`config.mk`:
```
export PLATFORM = sky130hd
export DESIGN_NAME = ipv4_udp_publish_framer_flat
export DESIGN_NICKNAME = d
export VERILOG_FILES = /design/src/ipuf_pkg.sv /design/src/ipuf_stream_if.sv /design/src/ipuf_queue.sv /design/src/ipuf_front.sv /design/src/ipuf_back.sv /design/src/ipv4_udp_publish_framer.sv /design/src/flat_wrapper.sv
export VERILOG_INCLUDE_DIRS = /design/src /design/src/src
export SDC_FILE = /design/constraint.sdc
export NUM_CORES = 1
export LEC_CHECK = 0
export ABC_AREA = 1
export BUFFER_PORTS_ARGS = -buffer_cell sky130_fd_sc_hd__buf_2
export CORE_AREA = 2 2 220 222
export DETAILED_ROUTE_END_ITERATION = 7
export DIE_AREA = 0 0 222 224
export PLACE_DENSITY_LB_ADDON = 0.3
export SLEW_MARGIN = 20
export SYNTH_ARGS = -nofsm -noshare
export SYNTH_HDL_FRONTEND = slang
export SYNTH_SLANG_ARGS = --single-unit
export TNS_END_PERCENT = 20
```
`constraint.sdc`:
```
create_clock -name i_clk -period 6.24 [get_ports i_clk]
set_input_delay 0.312 -clock i_clk [delete_from_list [all_inputs] [get_ports i_clk]]
set_output_delay 0.312 -clock i_clk [all_outputs]
set_load 0.005 [all_outputs]
```
`src/ipv4_udp_publish_framer_defines.svh`:
```
// assertion macros for the framer
`ifndef IPV4_UDP_PUBLISH_FRAMER_DEFINES_SVH
`define IPV4_UDP_PUBLISH_FRAMER_DEFINES_SVH

// same-cycle implication
`define IPUF_ASSERT_NOW(lbl, clk, rst_n, ante, cons, msg) \
    lbl: assert property (@(posedge clk) disable iff (!rst_n) (ante) |-> (cons)) \
        else $error(msg);

// next-cycle implication
`define IPUF_ASSERT_NEXT(lbl, clk, rst_n, ante, cons, msg) \
    lbl: assert property (@(posedge clk) disable iff (!rst_n) (ante) |=> (cons)) \
        else $error(msg);

`endif

```
`src/ipuf_pkg.sv`:
```
package ipuf_pkg;

    localparam int HDR_LEN     = 35;
    localparam int IDX_W       = 6;
    localparam int QUEUE_DEPTH = 2;

    localparam logic [1:0] ST_OK    = 2'd0;
    localparam logic [1:0] ST_LEN   = 2'd1;
    localparam logic [1:0] ST_NOPKT = 2'd2;

    localparam logic [1:0] REG_SRC_ADDR = 2'd0;
    localparam logic [1:0] REG_DST_ADDR = 2'd1;
    localparam logic [1:0] REG_SPORT    = 2'd2;
    localparam logic [1:0] REG_DPORT    = 2'd3;

    localparam logic [15:0] SPORT_RST = 16'd35000;
    localparam logic [15:0] DPORT_RST = 16'd1883;

    localparam logic [7:0] IP_VER_IHL  = 8'h45;
    localparam logic [7:0] IP_FLAG_DF  = 8'h40;
    localparam logic [7:0] IP_TTL      = 8'h40;
    localparam logic [7:0] IP_PROTO    = 8'h11;
    localparam logic [7:0] MQ_PUBLISH  = 8'h0C;
    localparam logic [7:0] MQ_FLAGS    = 8'h61;
    localparam logic [7:0] MQ_HDR_LEN  = 8'd7;
    localparam logic [15:0] UDP_HDR_BYTES  = 16'd8;
    localparam logic [15:0] IPV4_HDR_BYTES = 16'd20;
    localparam logic [15:0] CK_MASK     = 16'hFFFF;
    // 0x4500 + 0x4000 + 0x4011
    localparam logic [18:0] CK_BASE     = 19'h0C511;

    typedef enum logic [1:0] {
        K_HDR,
        K_DATA,
        K_ERR_LEN,
        K_ERR_NOPKT
    } t_cmd_kind;

    typedef struct packed {
        t_cmd_kind   kind;
        logic [7:0]  plen;
        logic [15:0] topic;
        logic [15:0] msg_id;
        logic [7:0]  data;
        logic        pend;
    } t_cmd;

    typedef struct packed {
        logic valid;
        t_cmd cmd;
    } t_push;

    typedef struct packed {
        logic [31:0] src_addr;
        logic [31:0] dst_addr;
        logic [15:0] udp_sport;
        logic [15:0] udp_dport;
    } t_cfg;

endpackage

```
`src/ipuf_stream_if.sv`:
```
interface ipuf_in_if;
    logic        valid;
    logic        ready;
    logic        func;
    logic [7:0]  payload_length;
    logic [15:0] topic;
    logic [7:0]  data_byte;

    modport source (output valid, func, payload_length, topic, data_byte, input ready);
    modport sink   (input valid, func, payload_length, topic, data_byte, output ready);
endinterface

interface ipuf_out_if;
    logic       valid;
    logic       ready;
    logic [7:0] out_byte;
    logic       last_of_run;
    logic       packet_end;
    logic [1:0] status;

    modport source (output valid, out_byte, last_of_run, packet_end, status, input ready);
    modport sink   (input valid, out_byte, last_of_run, packet_end, status, output ready);
endinterface

```
`src/ipuf_queue.sv`:
```
module ipuf_queue (
    input  logic            i_clk,
    input  logic            i_rst_n,
    input  ipuf_pkg::t_push i_push,
    input  logic            i_pop,
    output ipuf_pkg::t_cmd  o_head,
    output logic            o_head_valid,
    output logic            o_full
);

    localparam int PTR_W = $clog2(ipuf_pkg::QUEUE_DEPTH);

    ipuf_pkg::t_cmd r_mem [ipuf_pkg::QUEUE_DEPTH];
    logic [PTR_W-1:0] r_wr_ptr;
    logic [PTR_W-1:0] r_rd_ptr;
    logic [PTR_W:0]   r_count;

    always_ff @(posedge i_clk) begin
        if (i_push.valid) begin
            r_mem[r_wr_ptr] <= i_push.cmd;
        end
    end

    always_ff @(posedge i_clk) begin
        if (!i_rst_n) begin
            r_wr_ptr <= '0;
            r_rd_ptr <= '0;
            r_count  <= '0;
        end else begin
            if (i_push.valid) begin
                r_wr_ptr <= r_wr_ptr + 1'b1;
            end
            if (i_pop) begin
                r_rd_ptr <= r_rd_ptr + 1'b1;
            end
            case ({i_push.valid, i_pop})
                2'b10:   r_count <= r_count + 1'b1;
                2'b01:   r_count <= r_count - 1'b1;
                default: r_count <= r_count;
            endcase
        end
    end

    assign o_head       = r_mem[r_rd_ptr];
    assign o_head_valid = (r_count != '0);
    assign o_full       = (r_count == (PTR_W+1)'(ipuf_pkg::QUEUE_DEPTH));

endmodule

```
`src/ipuf_front.sv`:
```
module ipuf_front #(
    parameter int MAX_PAYLOAD = 64
) (
    input  logic             i_clk,
    input  logic             i_rst_n,
    ipuf_in_if.sink          i_req,
    input  logic             i_q_full,
    output ipuf_pkg::t_push  o_push
);

    logic [15:0] r_counter;
    logic [7:0]  r_remaining;
    logic        w_accept;
    logic        w_too_long;
    logic [15:0] w_next_id;

    assign i_req.ready = !i_q_full;
    assign w_accept    = i_req.valid && !i_q_full;
    assign w_too_long  = (i_req.payload_length > 8'(MAX_PAYLOAD));
    assign w_next_id   = r_counter + 16'd1;

    always_comb begin
        o_push.valid      = w_accept;
        o_push.cmd.plen   = i_req.payload_length;
        o_push.cmd.topic  = i_req.topic;
        o_push.cmd.msg_id = w_next_id;
        o_push.cmd.data   = i_req.data_byte;
        o_push.cmd.pend   = 1'b0;
        o_push.cmd.kind   = ipuf_pkg::K_DATA;
        if (!i_req.func) begin
            if (w_too_long) begin
                o_push.cmd.kind = ipuf_pkg::K_ERR_LEN;
            end else begin
                o_push.cmd.kind = ipuf_pkg::K_HDR;
                o_push.cmd.pend = (i_req.payload_length == 8'd0);
            end
        end else if (r_remaining == 8'd0) begin
            o_push.cmd.kind = ipuf_pkg::K_ERR_NOPKT;
        end else begin
            o_push.cmd.pend = (r_remaining == 8'd1);
        end
    end

    always_ff @(posedge i_clk) begin
        if (!i_rst_n) begin
            r_counter   <= '0;
            r_remaining <= '0;
        end else if (w_accept) begin
            if (!i_req.func) begin
                if (w_too_long) begin
                    r_remaining <= '0;
                end else begin
                    r_counter   <= w_next_id;
                    r_remaining <= i_req.payload_length;
                end
            end else if (r_remaining != 8'd0) begin
                r_remaining <= r_remaining - 8'd1;
            end
        end
    end

endmodule

```
`src/ipuf_back.sv`:
```
module ipuf_back (
    input  logic           i_clk,
    input  logic           i_rst_n,
    input  ipuf_pkg::t_cfg i_cfg,
    input  ipuf_pkg::t_cmd i_head,
    input  logic           i_head_valid,
    output logic           o_pop,
    ipuf_out_if.source     o_rsp
);

    logic [ipuf_pkg::IDX_W-1:0] r_idx;
    logic [18:0] r_acc;
    logic [18:0] n_acc;
    logic        r_o_valid;
    logic [7:0]  r_o_byte;
    logic        r_o_last;
    logic        r_o_pend;
    logic [1:0]  r_o_status;

    logic        w_emit;
    logic        w_last;
    logic [7:0]  w_byte;
    logic        w_pend;
    logic [1:0]  w_status;
    logic [7:0]  w_mlen;
    logic [15:0] w_ulen;
    logic [15:0] w_tlen;
    logic [15:0] w_ck;
    logic [7:0]  w_hdr_byte;
    logic        w_hdr_last;

    assign w_emit = i_head_valid && (!r_o_valid || o_rsp.ready);
    assign w_mlen = i_head.plen + ipuf_pkg::MQ_HDR_LEN;
    assign w_ulen = {8'd0, w_mlen} + ipuf_pkg::UDP_HDR_BYTES;
    assign w_tlen = w_ulen + ipuf_pkg::IPV4_HDR_BYTES;
    assign w_ck   = r_acc[15:0] ^ ipuf_pkg::CK_MASK;
    assign w_hdr_last = (r_idx == ipuf_pkg::IDX_W'(ipuf_pkg::HDR_LEN - 1));

    always_comb begin
        case (r_idx)
            6'd0:    w_hdr_byte = ipuf_pkg::IP_VER_IHL;
            6'd2:    w_hdr_byte = w_tlen[15:8];
            6'd3:    w_hdr_byte = w_tlen[7:0];
            6'd4:    w_hdr_byte = i_head.msg_id[15:8];
            6'd5:    w_hdr_byte = i_head.msg_id[7:0];
            6'd6:    w_hdr_byte = ipuf_pkg::IP_FLAG_DF;
            6'd8:    w_hdr_byte = ipuf_pkg::IP_TTL;
            6'd9:    w_hdr_byte = ipuf_pkg::IP_PROTO;
            6'd10:   w_hdr_byte = w_ck[15:8];
            6'd11:   w_hdr_byte = w_ck[7:0];
            6'd12:   w_hdr_byte = i_cfg.src_addr[31:24];
            6'd13:   w_hdr_byte = i_cfg.src_addr[23:16];
            6'd14:   w_hdr_byte = i_cfg.src_addr[15:8];
            6'd15:   w_hdr_byte = i_cfg.src_addr[7:0];
            6'd16:   w_hdr_byte = i_cfg.dst_addr[31:24];
            6'd17:   w_hdr_byte = i_cfg.dst_addr[23:16];
            6'd18:   w_hdr_byte = i_cfg.dst_addr[15:8];
            6'd19:   w_hdr_byte = i_cfg.dst_addr[7:0];
            6'd20:   w_hdr_byte = i_cfg.udp_sport[15:8];
            6'd21:   w_hdr_byte = i_cfg.udp_sport[7:0];
            6'd22:   w_hdr_byte = i_cfg.udp_dport[15:8];
            6'd23:   w_hdr_byte = i_cfg.udp_dport[7:0];
            6'd24:   w_hdr_byte = w_ulen[15:8];
            6'd25:   w_hdr_byte = w_ulen[7:0];
            6'd28:   w_hdr_byte = w_mlen;
            6'd29:   w_hdr_byte = ipuf_pkg::MQ_PUBLISH;
            6'd30:   w_hdr_byte = ipuf_pkg::MQ_FLAGS;
            6'd31:   w_hdr_byte = i_head.topic[15:8];
            6'd32:   w_hdr_byte = i_head.topic[7:0];
            6'd33:   w_hdr_byte = i_head.msg_id[15:8];
            6'd34:   w_hdr_byte = i_head.msg_id[7:0];
            default: w_hdr_byte = 8'd0;
        endcase
    end

    // checksum accumulates one word per header byte over the first six header bytes, then folds twice
    always_comb begin
        case (r_idx)
            6'd0:    n_acc = ipuf_pkg::CK_BASE + {3'd0, w_tlen};
            6'd1:    n_acc = r_acc + {3'd0, i_head.msg_id};
            6'd2:    n_acc = r_acc + {3'd0, i_cfg.src_addr[31:16]};
            6'd3:    n_acc = r_acc + {3'd0, i_cfg.src_addr[15:0]};
            6'd4:    n_acc = r_acc + {3'd0, i_cfg.dst_addr[31:16]};
            6'd5:    n_acc = r_acc + {3'd0, i_cfg.dst_addr[15:0]};
            6'd6,
            6'd7:    n_acc = {3'd0, r_acc[15:0]} + {16'd0, r_acc[18:16]};
            default: n_acc = r_acc;
        endcase
    end

    always_comb begin
        w_byte   = 8'd0;
        w_last   = 1'b1;
        w_pend   = 1'b0;
        w_status = ipuf_pkg::ST_OK;
        unique case (i_head.kind)
            ipuf_pkg::K_HDR: begin
                w_byte = w_hdr_byte;
                w_last = w_hdr_last;
                w_pend = w_hdr_last && i_head.pend;
            end
            ipuf_pkg::K_DATA: begin
                w_byte = i_head.data;
                w_pend = i_head.pend;
            end
            ipuf_pkg::K_ERR_LEN: begin
                w_status = ipuf_pkg::ST_LEN;
            end
            ipuf_pkg::K_ERR_NOPKT: begin
                w_status = ipuf_pkg::ST_NOPKT;
            end
            default: begin
                w_status = ipuf_pkg::ST_OK;
            end
        endcase
    end

    assign o_pop = w_emit && w_last;

    always_ff @(posedge i_clk) begin
        if (w_emit && (i_head.kind == ipuf_pkg::K_HDR)) begin
            r_acc <= n_acc;
        end
        if (w_emit) begin
            r_o_byte   <= w_byte;
            r_o_last   <= w_last;
            r_o_pend   <= w_pend;
            r_o_status <= w_status;
        end
    end

    always_ff @(posedge i_clk) begin
        if (!i_rst_n) begin
            r_idx     <= '0;
            r_o_valid <= 1'b0;
        end else begin
            if (w_emit) begin
                r_idx     <= w_last ? '0 : r_idx + 1'b1;
                r_o_valid <= 1'b1;
            end else if (o_rsp.ready) begin
                r_o_valid <= 1'b0;
            end
        end
    end

    assign o_rsp.valid       = r_o_valid;
    assign o_rsp.out_byte    = r_o_byte;
    assign o_rsp.last_of_run = r_o_last;
    assign o_rsp.packet_end  = r_o_pend;
    assign o_rsp.status      = r_o_status;

endmodule

```
`src/ipv4_udp_publish_framer.sv`:
```
// ipv4/udp/mqtt-sn publish framer
// i_req: request channel (valid/ready). func 0 opens a packet with payload_length
//   and topic, func 1 delivers one payload byte
// o_rsp: byte stream (valid/ready). each request gives a run of results, the last
//   marked last_of_run; the final packet byte carries packet_end
// a start request gives the 35-byte ipv4 + udp + mqtt-sn header; an oversize length
//   or a byte with no open packet gives one result with a nonzero status
// the front classifies requests and keeps the counter and remaining count, a
//   two-entry queue feeds the back, which sends one byte per cycle from an output
//   register while o_rsp is ready and builds the header checksum while the first header bytes go out
// throughput: one payload byte per cycle while o_rsp is ready; a header holds the back for its
//   35 bytes, and the front takes requests until the queue is full
// a stalled o_rsp holds its byte; requests keep queueing until the queue fills
// reset: counter 0, no packet open, addresses 0, ports 35000 and 1883, queue empty
// apb: source_address at 0x0, destination_address 0x4, source_port 0x8,
//   destination_port 0xc; to be written only while idle, the block itself does not enforce this
`include "ipv4_udp_publish_framer_defines.svh"

module ipv4_udp_publish_framer #(
    parameter int MAX_PAYLOAD = 64
) (
    input  logic        i_clk,
    input  logic        i_rst_n,
    ipuf_in_if.sink     i_req,
    ipuf_out_if.source  o_rsp,
    input  logic        psel,
    input  logic        penable,
    input  logic        pwrite,
    input  logic [3:0]  paddr,
    input  logic [31:0] pwdata,
    output logic [31:0] prdata,
    output logic        pready
);

    ipuf_pkg::t_cfg  r_cfg;
    ipuf_pkg::t_push w_push;
    ipuf_pkg::t_cmd  w_head;
    logic            w_head_valid;
    logic            w_q_full;
    logic            w_pop;
    logic            w_cfg_wr;
    logic            w_rsp_err;
    logic            w_err_shape_ok;
    logic            w_run_end;

    assign pready   = 1'b1;
    assign w_cfg_wr = psel && penable && pwrite;

    always_ff @(posedge i_clk) begin
        if (!i_rst_n) begin
            r_cfg.src_addr  <= '0;
            r_cfg.dst_addr  <= '0;
            r_cfg.udp_sport <= ipuf_pkg::SPORT_RST;
            r_cfg.udp_dport <= ipuf_pkg::DPORT_RST;
        end else if (w_cfg_wr) begin
            unique case (paddr[3:2])
                ipuf_pkg::REG_SRC_ADDR: r_cfg.src_addr  <= pwdata;
                ipuf_pkg::REG_DST_ADDR: r_cfg.dst_addr  <= pwdata;
                ipuf_pkg::REG_SPORT:    r_cfg.udp_sport <= pwdata[15:0];
                ipuf_pkg::REG_DPORT:    r_cfg.udp_dport <= pwdata[15:0];
                default: r_cfg.src_addr <= r_cfg.src_addr;
            endcase
        end
    end

    always_comb begin
        unique case (paddr[3:2])
            ipuf_pkg::REG_SRC_ADDR: prdata = r_cfg.src_addr;
            ipuf_pkg::REG_DST_ADDR: prdata = r_cfg.dst_addr;
            ipuf_pkg::REG_SPORT:    prdata = {16'd0, r_cfg.udp_sport};
            ipuf_pkg::REG_DPORT:    prdata = {16'd0, r_cfg.udp_dport};
            default: prdata = '0;
        endcase
    end

    ipuf_front #(
        .MAX_PAYLOAD (MAX_PAYLOAD)
    ) u_front (
        .i_clk    (i_clk),
        .i_rst_n  (i_rst_n),
        .i_req    (i_req),
        .i_q_full (w_q_full),
        .o_push   (w_push)
    );

    ipuf_queue u_queue (
        .i_clk        (i_clk),
        .i_rst_n      (i_rst_n),
        .i_push       (w_push),
        .i_pop        (w_pop),
        .o_head       (w_head),
        .o_head_valid (w_head_valid),
        .o_full       (w_q_full)
    );

    ipuf_back u_back (
        .i_clk        (i_clk),
        .i_rst_n      (i_rst_n),
        .i_cfg        (r_cfg),
        .i_head       (w_head),
        .i_head_valid (w_head_valid),
        .o_pop        (w_pop),
        .o_rsp        (o_rsp)
    );

    assign w_rsp_err      = o_rsp.valid && (o_rsp.status != ipuf_pkg::ST_OK);
    assign w_err_shape_ok = o_rsp.last_of_run && !o_rsp.packet_end && (o_rsp.out_byte == 8'd0);
    assign w_run_end      = o_rsp.valid && o_rsp.last_of_run;

    `IPUF_ASSERT_NOW(a_no_overflow, i_clk, i_rst_n, w_push.valid, !w_q_full, "queue overflow")
    `IPUF_ASSERT_NOW(a_pop_has_head, i_clk, i_rst_n, w_pop, w_head_valid, "pop from empty queue")
    `IPUF_ASSERT_NOW(a_err_shape, i_clk, i_rst_n, w_rsp_err, w_err_shape_ok, "bad error result")
    `IPUF_ASSERT_NEXT(a_pop_fills_out, i_clk, i_rst_n, w_pop, w_run_end, "run end not presented")

endmodule
```
`src/flat_wrapper.sv`:
```
// flat-port wrapper written by rule: the top's interface ports become plain ports
module ipv4_udp_publish_framer_flat 
#(
    parameter int MAX_PAYLOAD = 64
)
  (i_clk, i_rst_n, psel, penable, pwrite, paddr, pwdata, prdata, pready, i_req_valid, i_req_func, i_req_payload_length, i_req_topic, i_req_data_byte, i_req_ready, o_rsp_valid, o_rsp_out_byte, o_rsp_last_of_run, o_rsp_packet_end, o_rsp_status, o_rsp_ready);
  ipuf_in_if i_req_i ();
  ipuf_out_if o_rsp_i ();
  input  logic i_clk;
  input  logic i_rst_n;
  input  logic psel;
  input  logic penable;
  input  logic pwrite;
  input  logic [3:0] paddr;
  input  logic [31:0] pwdata;
  output logic [31:0] prdata;
  output logic pready;
  input wire logic [$bits(i_req_i.valid)-1:0] i_req_valid;
  input wire logic [$bits(i_req_i.func)-1:0] i_req_func;
  input wire logic [$bits(i_req_i.payload_length)-1:0] i_req_payload_length;
  input wire logic [$bits(i_req_i.topic)-1:0] i_req_topic;
  input wire logic [$bits(i_req_i.data_byte)-1:0] i_req_data_byte;
  output wire logic [$bits(i_req_i.ready)-1:0] i_req_ready;
  output wire logic [$bits(o_rsp_i.valid)-1:0] o_rsp_valid;
  output wire logic [$bits(o_rsp_i.out_byte)-1:0] o_rsp_out_byte;
  output wire logic [$bits(o_rsp_i.last_of_run)-1:0] o_rsp_last_of_run;
  output wire logic [$bits(o_rsp_i.packet_end)-1:0] o_rsp_packet_end;
  output wire logic [$bits(o_rsp_i.status)-1:0] o_rsp_status;
  input wire logic [$bits(o_rsp_i.ready)-1:0] o_rsp_ready;
  assign i_req_i.valid = i_req_valid;
  assign i_req_i.func = i_req_func;
  assign i_req_i.payload_length = i_req_payload_length;
  assign i_req_i.topic = i_req_topic;
  assign i_req_i.data_byte = i_req_data_byte;
  assign i_req_ready = i_req_i.ready;
  assign o_rsp_valid = o_rsp_i.valid;
  assign o_rsp_out_byte = o_rsp_i.out_byte;
  assign o_rsp_last_of_run = o_rsp_i.last_of_run;
  assign o_rsp_packet_end = o_rsp_i.packet_end;
  assign o_rsp_status = o_rsp_i.status;
  assign o_rsp_i.ready = o_rsp_ready;
  ipv4_udp_publish_framer #(.MAX_PAYLOAD(MAX_PAYLOAD)) u_core (.i_clk(i_clk), .i_rst_n(i_rst_n), .i_req(i_req_i), .o_rsp(o_rsp_i), .psel(psel), .penable(penable), .pwrite(pwrite), .paddr(paddr), .pwdata(pwdata), .prdata(prdata), .pready(pready));
endmodule
```
# Word-level counts from Yosys, hierarchy flattened
# Memories as Yosys holds them, arrays and structs flattened. A register that Yosys moved wholly into a read port is not among the register bits.
# Cells that the tools add are included.
# totals
output_inout_bits	47
ff_bits	162
elab_cells	136
inputBits	76
ramBits	102
memories	1
# classes
n_reduce_logical	31
bitwise	3
addsub	17
muxes	24
n_eq_ne	43
n_lt_le_gt_ge	1
# memory_table
name	words	word_bits	read_ports	rd_clocked_by_memory_dff	write_ports	line_no	text
u_core.u_queue.r_mem	2	51	1	1	1	ipuf_queue.sv:13	ipuf_pkg::t_cmd r_mem [ipuf_pkg::QUEUE_DEPTH];
# op_table
op	n
$pmux W8 S28	1
$pmux W19 S7	1
$pmux W32 S4	1
$add A19 B16 Y19	5
$eq A6 B5 Y1 const B	14
$eq A6 B4 Y1 const B	8
$eq A6 B3 Y1 const B	4
$mux W8	3
$eq A6 B6 Y1 const B	3
$add A16 B10 Y17 const A	1
$add A16 B3 Y17	1
$add A16 B1 Y16 const B	1
$logic_not A8 Y1	2
$not A16 Y16	1
$pmux W8 S2	1
$eq A2 B2 Y1 const B	6
$eq A6 B2 Y1 const B	2
$reduce_and A2 Y1	6
$add A9 B5 Y10 const B	1
$mux W1	10
$add A8 B4 Y9 const B	1
$add A8 B3 Y8 const B	1
$eq A8 B1 Y1 const B	1
$gt A8 B7 Y1 const B	1
23 further kinds	43

# Logic depth before layout (Yosys ltp)
# depth
word_depth	6
mapped_depth	26
ltp_nobuf	25

# By module
# Synthesis repeated with hierarchy kept, for this count alone.
# unflattened
hier_cells	2063
area_unflattened_um2	15876.5
# modules_own_cells
module	cells_per_inst	n_inst	seq_area_each_um2	area_each_um2
ipuf_back	880	1	1071.0	5352.6
ipv4_udp_publish_framer	660	1	1921.8	4399.2
ipuf_queue	194	1	3163.0	4162.7
ipuf_front	329	1	480.5	1961.9

# Least setup slack after synthesis
# No wires, ideal clock.
# synth_path
kind	flip-flop to flip-flop
startpoint	register u_core.u_back.r_idx[0] (netlist name)
endpoint	register u_core.u_back.r_acc[14], data pin
setup_slack_ns	2.642
arrival_ns	3.335
path_buffers	2
required_ns	5.977
period_less_slack_ns	3.598
stages_incl_launch_ff	25
setup_ns	0.263
path_cell_list	dfxtp_1 > ha_1 > inv_1 > nor2_1 > nand2_1 > inv_1 > clkbuf_1 > clkbuf_1 > a221oi_1 > nand2_1 > ha_1 > fa_1 > nand3_1 > nand2_1 > a21oi_1 > o21ai_0 > inv_1 > nor2_1 > nor2_1 > o21ai_0 > nand2_1 > nand2_1 > nand2_1 > nand2_1 > o21ai_0
# synth_via
elab_chain_cells	3
elab_cells_between_ends	10
cone_classes	7 x eq/ne; 1 x mux; 2 x reduce/logical
# synth_rtl
item	line_no	text
from (decl)	ipuf_back.sv:11	logic [ipuf_pkg::IDX_W-1:0] r_idx;
from (signal assigned)	ipuf_back.sv:138	r_idx <= w_last ? '0 : r_idx + 1'b1;
$eq A6 B3 Y1	ipuf_back.sv:78	case (r_idx)
$reduce_or A2 Y1	ipuf_back.sv:78	
$pmux W19 S7 (*)	ipuf_back.sv:78	
named net u_core.u_back.n_acc[14]	ipuf_back.sv:13	logic [18:0] n_acc;
to (signal assigned)	ipuf_back.sv:122	r_acc <= n_acc;
to (decl)	ipuf_back.sv:12	logic [18:0] r_acc;
# Mark *: on every way through the listed nets, which the timed path passes. The rest lies on a longest branch.
# A chain may end at the register's enable or synchronous reset.

# Final worst setup path
# Same ends and word-level chain as after synthesis.

==> run summary <==
Outcome = completed
Dpl cell area = 0.0153 mm²
Largest area contributor in the netlist = edfxtp_1
Placeable Area = 0.0473 mm²
Starting Density = 29.6%
DR iter-0 viols = 1142
Syn avg cell area = 7.93 µm²
Hold wc startpoint = pwdata[25]
Die W = 222 µm
Max-cap violations = 0
Final setup fails = 0
PwrDens = 409 mW/mm²
Clock sinks = 265
First-pass GRT wire length = 75800 µm
Post-synth net total = 1878
Async SR Flop Fraction = 0%
Clock Tree Buf Depth = 3
Layout cells sized above 1 = 12.4%
CTS Root Cell = clkbuf_16
Area Overhead vs Synth = 19.6%
Maximum vdd ir drop = 0.178 mV
RSZ-0062 raised after global routing = no
Min-Delay Path Class = in -> reg
Largest net degree at the start of global routing = 97
Worst setup margin = 1.33 ns
CP endpoint kind = flip-flop
YS warnings = 0
H-tree Lvls = 1
Nets = 2033
Placer Congestion = 0.991
FF+latch count, synth = 265
Hpwl dp = 37000 µm
Data arrival, critical path = 5.22 ns
Clk slew on worst S/H paths = 0.06 ns
Total gr overflow = 0
Die area = 0.0497 mm²
Hold_ws = 0.0265 ns
Drt via density = 5.10
IO buf count = 119
Lkg Pwr = 6.88 nW
Yosys cell types = 52
DRT Pass-1 Iters = 5
# resized after CTS = 0
Final Hold Viols = 0
Design Power = 6.85 mW
Reg2Reg Depth = 24
Hold Buf Count CTS = 45
Critical path required time = 6.55 ns
# DRC = 0
Final Instance Count excl. Fillers = 2562
Slowest Stage Delay on Critical Path = 0.71 ns
Top post-synthesis cells by area = edfxtp_1 28%, dfxtp_1 19%, nand2_1 10%, o21ai_0 6.0%, inv_1 5.3%
Max-slew violations = 0
Leading cell type in the layout, fill and taps excluded = nand2_1
Skew final = 0.0184 ns
Post-layout util = 35.4%
Min-Delay Path Depth = 3
TritonCTS clock tree = built
Vias in the first global route = 12617
Cell count after synthesis = 1767
Worst Setup SP = u_core.u_back.r_idx[0]$_SDFFE_PN0P_
Mapped Area = 0.0140 mm²
Pre-CTS setup slack = 1.33 ns
Die Y = 224 µm
Via count = 13077
Max Clk Rate = 204 MHz
Critical-path top delay cell = inv_1
Crit path kind = reg -> reg
Tcrit/Tclk final = 78.7%
N_diodes = 0
Area share of the largest cell type after synthesis = 28.5%
Routed len/inst = 19.4 µm
Post-Layout Inst Area = 0.0168 mm²
Crit path time final = 4.91 ns
Io pins = 123
Post-synth EDFFs = 133
Worst-margin pin slew = 1.04 ns
Reg2reg start = u_core.u_back.r_idx[0]$_SDFFE_PN0P_
Initial antenna violation count = 0
Ys flop type = edfxtp_1
Most common cell on crit path = nand2_1
Critical path, cell by cell = ha_1 > inv_1 > nor2_1 > nand2_1 > inv_1 > nor2_1 > nand2_1 > inv_2 > a2111oi_0 > a21oi_1 > ha_1 > nand2_1 > inv_1 > a21oi_1 > o21ai_0 > inv_1 > nor2_1 > nor2_1 > o21ai_0 > nand2_1 > nand2_1 > nand2_1 > nand2_1 > o21ai_0
Routed WL = 49800 µm
Crit-path max FO = 21
Most frequent cells in the layout = 387 x nand2_1, 197 x inv_1, 170 x nor2_1
Setup Total Neg Slack = 0 ns
CTS buffer count = 31
Final ANT Viol Nets = 0
Sequential area share after synthesis = 47.3%
Row cnt = 80
Post-CTS setup buffer count = 0
Post-Place Cells = 2459
Clock Latency Late Sink = 0.58 ns
Worst setup SP type = flip-flop
All-layer global routing usage = 19.8%
Slew headroom = 30.6%
==> power by group <==
part | total (mW) | internal, mW | switching (mW) | leakage (nW)
sequential | 2.27 | 2.15 | 0.121 | 2.32
clock | 1.82 | 1.07 | 0.755 | 0.504
combinational | 2.75 | 0.861 | 1.89 | 4.06
==> cells in the mapped netlist, types with 3 or more instances <==
cell type	n
a21oi_1	130
buf_2	5
clkinv_1	4
edfxtp_1	133
o211ai_1	12
nand2_1	387
inv_1	198
a2111oi_0	3
a31oi_1	3
a211oi_1	9
or2_2	6
nor3_1	17
ha_1	33
nand4_1	18
nor4_1	6
a22oi_1	6
nand2_2	13
nand3_2	3
o21ai_0	169
xor2_1	22
o21ai_2	6
nor2_4	3
xnor2_1	3
clkbuf_1	49
nor2_1	173
nor2_2	3
nand3_1	73
o221ai_1	4
o21ai_1	9
o2111ai_1	16
inv_2	12
a221oi_1	27
o22ai_1	48
dfxtp_1	132
a21o_1	6
==> logic make-up (layout without fill, tap and decap cells) <==
family                   Yosys count  after routing  synth area share, %
flip-flops                       265            265                 47.3
multiplexers                       3              3                0.223
AO/OA/AOI/OAI                    456            456                 19.0
AND/OR/NAND/NOR                  709            709                 21.1
XOR/XNOR                          25             25                 1.56
adder cells (fa/ha/maj)           35             35                 3.23
other                              1              1               0.0268
buffers and inverters            273            453                 7.49
==> path summary, 6_finish.rpt <==
path / endpoint / slack (ns)
worst max-delay path: u_core.u_back.r_acc[14]$_DFFE_PP_ / 1.33
worst min-delay path: u_core.r_cfg[57]$_SDFFE_PN0P_ / 0.03
worst max register to register: u_core.u_back.r_acc[14]$_DFFE_PP_ / 1.33
worst min register to register: u_core.u_queue.r_rd_ptr$_SDFFE_PN0P_ / 0.47
==> sequential cells by signal, summed over array words and instances, names as in the netlist, named ones only <==
name	flops
u_core.r_cfg	96
u_core.u_back.o_rsp.last_of_run	1
u_core.u_back.o_rsp.out_byte	8
u_core.u_back.o_rsp.packet_end	1
u_core.u_back.o_rsp.status	2
u_core.u_back.o_rsp.valid	1
u_core.u_back.r_acc	19
u_core.u_back.r_idx	6
u_core.u_front.r_counter	16
u_core.u_front.r_remaining	8
u_core.u_queue.r_count	2
u_core.u_queue.r_mem	102
u_core.u_queue.r_rd_ptr	1
u_core.u_queue.r_wr_ptr	1
==> layout make-up <==
cell class | count | area, µm²
well taps | 615 | 769
clock inverters | 14 | 140
fillers | 4989 | 30600
repair buffers | 181 | 1170
flip-flops and latches | 265 | 6640
inverters | 214 | 803
multi-input cells | 1229 | 6350
clock buffers | 44 | 885
==> metal layers <==
layer	vias to the layer above	wire (µm)	global-route usage [%]
met5	-	0	0
met3	79	3470	3.16
li1	6352	-	-
met2	456	22900	32.9
met1	6190	22100	26.6
met4	0	1320	5.45
==> worst max-delay path: cells and delay by family (launching register included) <==
family	cells	cell delay [ns]
AO/OA/AOI/OAI	6	1.43
AND/OR/NAND/NOR	11	1.09
buffers and inverters	5	1.04
adder cells (fa/ha/maj)	2	0.64
flip-flops	1	0.40
(Power assumes the default switching activity.)
